## src/sv/fmtl_pkg.sv

```systemverilog
// shared types, constants and helpers for the field map trilinear lookup
package fmtl_pkg;

    localparam int X_CELLS_DEF = 64;
    localparam int Y_CELLS_DEF = 64;
    localparam int Z_CELLS_DEF = 64;

    localparam int POS_W  = 20;
    localparam int IDX_W  = 6;
    localparam int FLD_W  = 18;
    localparam int OUT_W  = 24;
    localparam int OFS_W  = 10;
    localparam int CM_W   = 30;
    localparam int VAL_W  = 26;
    localparam int FRAC_W = 16;
    localparam int TRIG_W = 17;
    localparam int WORD_W = 3 * FLD_W;

    localparam logic [20:0] CM_MUL    = 21'd1677722;
    localparam logic [20:0] CM_BIAS_P = 21'd524290;
    localparam logic [19:0] CM_BIAS_Q = 20'd104858;

    localparam logic [TRIG_W-1:0] ONE_Q16   = 17'd65536;
    localparam logic [TRIG_W-1:0] HALF_Q16  = 17'd32768;
    localparam logic [TRIG_W-1:0] COS30_Q16 = 17'd56756;

    typedef enum logic [1:0] {SEC_0, SEC_1, SEC_2} sec_t;

    typedef struct packed {
        logic vld;
        logic qry;
        logic inr;
        logic yneg;
        logic zneg;
        sec_t sec;
        logic sneg;
    } ctl_t;

    typedef struct packed {
        logic [IDX_W-1:0] ix;
        logic [IDX_W-1:0] iy;
        logic [IDX_W-1:0] iz;
        logic [FLD_W-1:0] fx;
        logic [FLD_W-1:0] fy;
        logic [FLD_W-1:0] fz;
    } ld_t;

    function automatic logic [10:0] cm_tail(input logic [2:0] r);
        logic [10:0] t;
        case (r)
            3'd0:    t = 11'd0;
            3'd1:    t = 11'd410;
            3'd2:    t = 11'd819;
            3'd3:    t = 11'd1229;
            3'd4:    t = 11'd1638;
            default: t = 11'd0;
        endcase
        return t;
    endfunction

    function automatic logic [TRIG_W-1:0] cos_of(input sec_t s);
        logic [TRIG_W-1:0] c;
        case (s)
            SEC_1:   c = COS30_Q16;
            SEC_2:   c = HALF_Q16;
            default: c = ONE_Q16;
        endcase
        return c;
    endfunction

    function automatic logic [TRIG_W-1:0] sin_of(input sec_t s);
        logic [TRIG_W-1:0] v;
        case (s)
            SEC_1:   v = HALF_Q16;
            SEC_2:   v = COS30_Q16;
            default: v = '0;
        endcase
        return v;
    endfunction

    function automatic logic [OUT_W-1:0] sat24(input logic signed [VAL_W-1:0] v);
        logic [OUT_W-1:0] r;
        if (v > 26'sd8388607) begin
            r = 24'h7FFFFF;
        end else if (v < -26'sd8388608) begin
            r = 24'h800000;
        end else begin
            r = v[OUT_W-1:0];
        end
        return r;
    endfunction

endpackage

```

## src/sv/fmtl_back.sv

```systemverilog
// symmetry, rotation back into the sector, rounding and saturation
module fmtl_back (
    input  logic                              aclk,
    input  logic                              aresetn,
    input  logic                              en,
    input  fmtl_pkg::ctl_t                    in_ctl,
    input  logic [2:0][fmtl_pkg::VAL_W-1:0]   fld,
    output fmtl_pkg::ctl_t                    out_ctl,
    output logic [fmtl_pkg::OUT_W-1:0]        field_x,
    output logic [fmtl_pkg::OUT_W-1:0]        field_y,
    output logic [fmtl_pkg::OUT_W-1:0]        field_z
);
    localparam int VW = fmtl_pkg::VAL_W;
    localparam int PW = VW + 1 + fmtl_pkg::TRIG_W + 1;

    logic signed [VW:0]   bxn, byv, bzn;
    logic signed [fmtl_pkg::TRIG_W:0] cs, ss;

    assign bxn = in_ctl.yneg ? -{fld[0][VW-1], fld[0]} : {fld[0][VW-1], fld[0]};
    assign byv = {fld[1][VW-1], fld[1]};
    assign bzn = (in_ctl.yneg ^ in_ctl.zneg) ? -{fld[2][VW-1], fld[2]}
                                              : {fld[2][VW-1], fld[2]};
    assign cs  = {1'b0, fmtl_pkg::cos_of(in_ctl.sec)};
    assign ss  = {1'b0, fmtl_pkg::sin_of(in_ctl.sec)};

    fmtl_pkg::ctl_t     ctl_reg;
    logic signed [PW-1:0] cx_reg, sy_reg, sx_reg, cy_reg;
    logic signed [VW:0]   bz_reg;

    always_ff @(posedge aclk) begin
        if (!aresetn) begin
            ctl_reg <= '0;
        end else if (en) begin
            ctl_reg <= in_ctl;
        end
    end

    always_ff @(posedge aclk) begin
        if (en) begin
            cx_reg <= PW'(cs * bxn);
            sy_reg <= PW'(ss * byv);
            sx_reg <= PW'(ss * bxn);
            cy_reg <= PW'(cs * byv);
            bz_reg <= bzn;
        end
    end

    logic signed [PW:0]   ox_sum, oy_sum;
    logic signed [VW:0]   oz_sum;

    assign ox_sum = (ctl_reg.sneg ? (PW+1)'(cx_reg) + sy_reg : (PW+1)'(cx_reg) - sy_reg)
                    + (PW+1)'(524288);
    assign oy_sum = (ctl_reg.sneg ? (PW+1)'(cy_reg) - sx_reg : (PW+1)'(sx_reg) + cy_reg)
                    + (PW+1)'(524288);
    assign oz_sum = bz_reg + (VW+1)'(8);

    assign out_ctl = ctl_reg;
    assign field_x = fmtl_pkg::sat24(ox_sum[20 +: VW]);
    assign field_y = fmtl_pkg::sat24(oy_sum[20 +: VW]);
    assign field_z = {oz_sum[VW], oz_sum[VW:4]};
endmodule

```

## config.mk

```make
export PLATFORM = sky130hd
export DESIGN_NAME = fmtl_back
export DESIGN_NICKNAME = d
export VERILOG_FILES = /design/src/sv/fmtl_pkg.sv /design/src/sv/fmtl_back.sv
export SDC_FILE = /design/constraint.sdc
export NUM_CORES = 2
export LEC_CHECK = 0
export BUFFER_PORTS_ARGS = -buffer_cell sky130_fd_sc_hd__buf_2
export CAP_MARGIN = 10
export CORE_UTILIZATION = 60
export DETAILED_ROUTE_END_ITERATION = 16
export PLACE_DENSITY = 0.77
export SETUP_SLACK_MARGIN = 0.5
export SYNTH_ARGS = -nofsm -noshare
export SYNTH_HDL_FRONTEND = slang
export SYNTH_SLANG_ARGS = --single-unit
```

## constraint.sdc

```tcl
create_clock -name aclk -period 10.34 [get_ports aclk]
set_input_delay 1.551 -clock aclk [delete_from_list [all_inputs] [get_ports aclk]]
set_output_delay 1.551 -clock aclk [all_outputs]
set_load 0.1 [all_outputs]
```

* Yosys cells after proc, flatten, opt, wreduce, memory -nomap -nowiden
Index checks and enable logic that the tools add are counted.
Operators by class: muxes and demuxes 10, $lt $le $gt $ge 4, bitwise gates (word level) 1, add/sub/neg operators 9, multiply operators 4, eq/ne operators 2
Operators by type and width (number):
- $mux 24 | 4
- $add 46x21->46 const B | 2
- $mux 46 | 2
- $mux 27 | 2
- $neg 27->27 | 2
- $gt 26x24->1 const B | 2
- $lt 26x24->1 const B | 2
- $add 45x43->46 | 1
- $add 45x44->46 | 1
- $sub 44x45->46 | 1
- $sub 45x43->46 | 1
- $mul 18x27->45 | 1
- $mul 17x27->44 | 1
- $mul 18x26->44 | 1
- $mul 17x26->43 | 1
- $pmux 17 s2 | 1
- $pmux 16 s2 | 1
- $add 27x5->27 const B | 1
- $eq 2x1->1 const B | 1
- $eq 2x2->1 const B | 1
- $xor 1x1->1 | 1
Storage, ports and cells: output and inout port bits 80, bits of input ports 89, flip-flop bits (word level) 212

* Depth between registers and ports, before layout
depth in word-level cells 6, gate-level depth with buffers 36

* Least setup slack after synthesis
OpenSTA, ideal clock, no wires.
path type in2reg, from input fld[0] (netlist bit), to register cx_reg[43], data pin, cell stages on the path 33, slack 0.959 ns, data arrival time 9.113 ns, path through inv_1 > ha_1 > nand2_1 > or3_1 > or3_1 > nand2b_1 > or4_1 > nand2b_1 > nor4_1 > nor2_1 > mux2i_1 > nor2b_1 > ha_1 > fa_1 > inv_1 > fa_1 > fa_1 > fa_1 > inv_1 > fa_1 > inv_1 > ha_1 > a21o_1 > a21o_1 > a21oi_1 > o31ai_1 > a31oi_1 > o2111ai_1 > a31oi_1 > nor2b_1 > o21ai_0 > a211oi_1 > xor2_1
On the way: longest elaborated chain between the ends 3
RTL lines:
- start, declared | line fmtl_back.sv:7 | input logic [2:0][fmtl_pkg::VAL_W-1:0] fld,
- $neg 27->27 | line fmtl_back.sv:19 | assign bxn = in_ctl.yneg ? -{fld[0][VW-1], fld[0]} : {fld[0][VW-1], fld[0]};
- $mux 27 (*) | line fmtl_back.sv:19
- $mul 18x27->45 (*) | line fmtl_back.sv:40 | cx_reg <= PW'(cs * bxn);
- end signal, assigned | line fmtl_back.sv:40
- end, declared | line fmtl_back.sv:27 | logic signed [PW-1:0] cx_reg, sy_reg, sx_reg, cy_reg;
Every way passes the cells marked *; elsewhere a longest branch is shown, timed or not. A chain may end at the register's enable or synchronous reset.

* Worst setup path after layout
from input fld[0] (netlist bit), to register sx_reg[43], data pin
On the way: longest elaborated chain between the ends 3
RTL lines:
- $neg 27->27 | line fmtl_back.sv:19
- $mux 27 (*) | line fmtl_back.sv:19
- $mul 17x27->44 (*) | line fmtl_back.sv:42 | sx_reg <= PW'(ss * bxn);
- end signal, assigned | line fmtl_back.sv:42
- end, declared | line fmtl_back.sv:27
Marks and branches as above.

==> impl_metrics.yaml <==
floorplanning:
  num_rows: 108
  design.portCount: 169
  start_util_pct: 60.5
  fp.dieH_um: 298
  die-area_um2: 88500
  fp.dieW_um: 298
  core_area_um2: 86600
drt:
  average_wire_per_standard_cell_um: 17.7
  viasPerCell: 5.47
  postRouteWirelength_um: 120000
  drt-pass1-iter-count: 6
  routed_antenna_nets: 0
  drcViolationCount: 0
  num_vias: 37000
  drtIter0Drc: 2182
outcome:
  result_of_the_run: "complete, no violations"
critical_path:
  max_stage_delay_ns: 0.57
  worst_ep_arrival_time_ns: 9.62
  category_of_the_worst_setup_path_launch_point: "primary input"
  worst_r2r_path_cells: 2
  cp_data_required_time_ns: 10.57
  cp-startpoint: "fld[0]"
  cp.depth: 31
  reg2reg_from: "out_ctl[0]"
  worst_path_max_delay_cell: "sky130_fd_sc_hd__fa_1"
  timing.critical_path.max_delay_family: "adder cells"
  r2r_setup_slack_ns: 9.24
  critPathBufInv: 5
  endpoint_kind: "register"
  timing_worst_setup_path_type: "primary input to register"
  crit_fanout: 6
  cell_type_with_the_highest_occurrence_count_on_the_critical_path: "sky130_fd_sc_hd__fa_1"
cells_and_area:
  fraction_of_final_layout_cells_with_drive_strength_greater_than_1_pct: 6.24
  layout_common_cells: "sky130_fd_sc_hd__inv_1, sky130_fd_sc_hd__fa_1, sky130_fd_sc_hd__ha_1, sky130_fd_sc_hd__xnor2_1, sky130_fd_sc_hd__a21oi_1"
  final_cell_area_um2: 55600
  largest_reg_flops: 43
  design.final.nets: 7359
  area_delta_synth_final_pct: 6.16
  layout.cells.most_common: "sky130_fd_sc_hd__inv_1"
synth:
  netlist_top_cells_area: "sky130_fd_sc_hd__fa_1, sky130_fd_sc_hd__ha_1, sky130_fd_sc_hd__edfxtp_1, sky130_fd_sc_hd__inv_1, sky130_fd_sc_hd__xnor2_1"
  mappedNetlistArea_um2: 52400
  netlist_instances: 5395
  ys_seq_elements: 200
  post-synth-top-area-fraction_pct: 32.7
  async_flop_share_pct: 0
  synth.yosys.seq_area_share_pct: 11.3
  number_of_synthesized_flops_with_an_enable_pin: 192
  synthDistinctLibCells: 104
  synth_top_area_cell: "sky130_fd_sc_hd__fa_1"
  synth_flop_cell: "sky130_fd_sc_hd__edfxtp_1"
  yosysWarnings: 0
  synth.avg_cell_area_um2: 9.71
job:
  cap_viol_max_count: 0
clock_network:
  root_buffer_selected_by_cts: "sky130_fd_sc_hd__clkbuf_16"
  clkLatencyLatePin_ns: 0.49
  cts-htree-levels: 4
  cts_buffer_depth: 2
  cts_inserted_buffers: 17
  cts.hold.buffers_added: 0
  clock-sinks: 200
  tritoncts: "yes"
  clock_transition_time_at_the_flip_flop_clock_pins_of_the_worst_setup_and_hold_paths_ns: 0.09
sta:
  slew_limit_fails: 0
  grt_setup_unrepaired: "false"
  final_min_period_over_clock_period_pct: 90.9
  fmax_mhz: 106
  max_slew_margin_pct: 21.5
  worst_pin_slew_ns: 1.18
  setup_viol_count_final: 0
  finalClockSkew_ns: 0
  finalCriticalPeriod_ns: 9.40
  setup_total_negative_slack_ns: 0
  hold_viol_final: 0
grt:
  largest_net_degree_at_the_start_of_global_routing: 72
  antenna_violations_before_repair: 8
  gr-total-overflow: 0
  grt_first_pass_wirelength_um: 202000
  first_global_vias: 39600
  groute.usage.overall_pct: 28.6
worst_hold_path:
  min-delay-path-class: "register to register"
  hold_path_depth: 2
  min-delay-start: "out_ctl[5]"
place:
  io_buffers: 168
  dp_hpwl_um: 107000
  dpl_cell_area_um2: 54800
  routabilityCongestion: 0.972
## what timing repair did
action	in CTS	in global routing
setup endpoints to repair	0	38
setup buffers	0	5
resized for setup	0	23
## stage by stage
step,hold slack [ns],instances,util [%],setup WS (ns)
4_1_cts,0.526,6742,64.0,0.672
6_report,0.523,6753,64.2,0.944
2_1_floorplan,0.982,5424,-,0.959
5_1_grt,0.545,6753,64.2,0.444
3_3_place_gp,0.491,6710,63.3,0.308
3_5_place_dp,0.501,6710,63.3,0.171
## metal layers
layer,track usage [%],vias to the layer above,part of all wire [%]
met5,0,-,0.028
li1,-,17700,-
met1,38.2,18200,43
met2,48.5,885,49
met3,3.82,186,5.0
met4,8.51,6,2.9
## kinds of logic (layout without fill, tap and decap cells)
| kind of cell | Yosys count | in the layout | synth area share [%] |
|---|---|---|---|
| buffers and inverters | 1420 | 1589 | 10.3 |
| adder cells (fa/ha/maj) | 1689 | 1689 | 52.6 |
| XOR/XNOR | 393 | 393 | 6.60 |
| AND/OR/NAND/NOR | 894 | 894 | 9.06 |
| flip-flops | 200 | 200 | 11.3 |
| AO/OA/AOI/OAI | 755 | 755 | 9.34 |
| other | 2 | 35 | 0.0143 |
| multiplexers | 42 | 43 | 0.836 |
## layout make-up
cell class              count  area, µm²
diodes                      4       10.0
clock buffers              17        425
clock inverters            15        219
fillers                  6903      31000
inverters                1337       5020
multi-input cells        3805      41300
flip-flops and latches    200       5930
well taps                1155       1450
repair buffers            220       1240
## synthesized netlist by cell type (all sizes together) (8+ instances only)
library cell and count:
inv 1337, fa 855, ha 834, xnor2 251, a21oi 240, nor2 214
edfxtp 192, o21ai 157, nand2 149, xor2 142, nor2b 110, a21o 107
and2 72, clkbuf 67, nor3 67, nand3 66, o21bai 42, mux2i 38
and3 36, o21a 34, nand4 30, nor4 28, a31oi 27, nand2b 25
a211oi 23, or3 23, o31ai 21, buf 16, or4 16, o211ai 14
o2111ai 13, and4 11, or2 11, nand3b 9, nor3b 9, dfxtp 8
## final timing paths
| kind | to |
|---|---|
| worst min register to register | out_ctl[5] |
| worst min-delay path | out_ctl[5] |
| worst max-delay path | sx_reg[43] |
| worst max register to register | out_ctl[0] |
## worst register-to-register path, cell delays in order, from the launching register on
cell and delay, ns:
sky130_fd_sc_hd__dfxtp_2 0.76, sky130_fd_sc_hd__mux2i_1 0.15, sky130_fd_sc_hd__nor2b_1 0.13
Power is left out: the tool's default activity adds up to more than one toggle a clock period on the data nets, which glitch-free logic cannot reach.
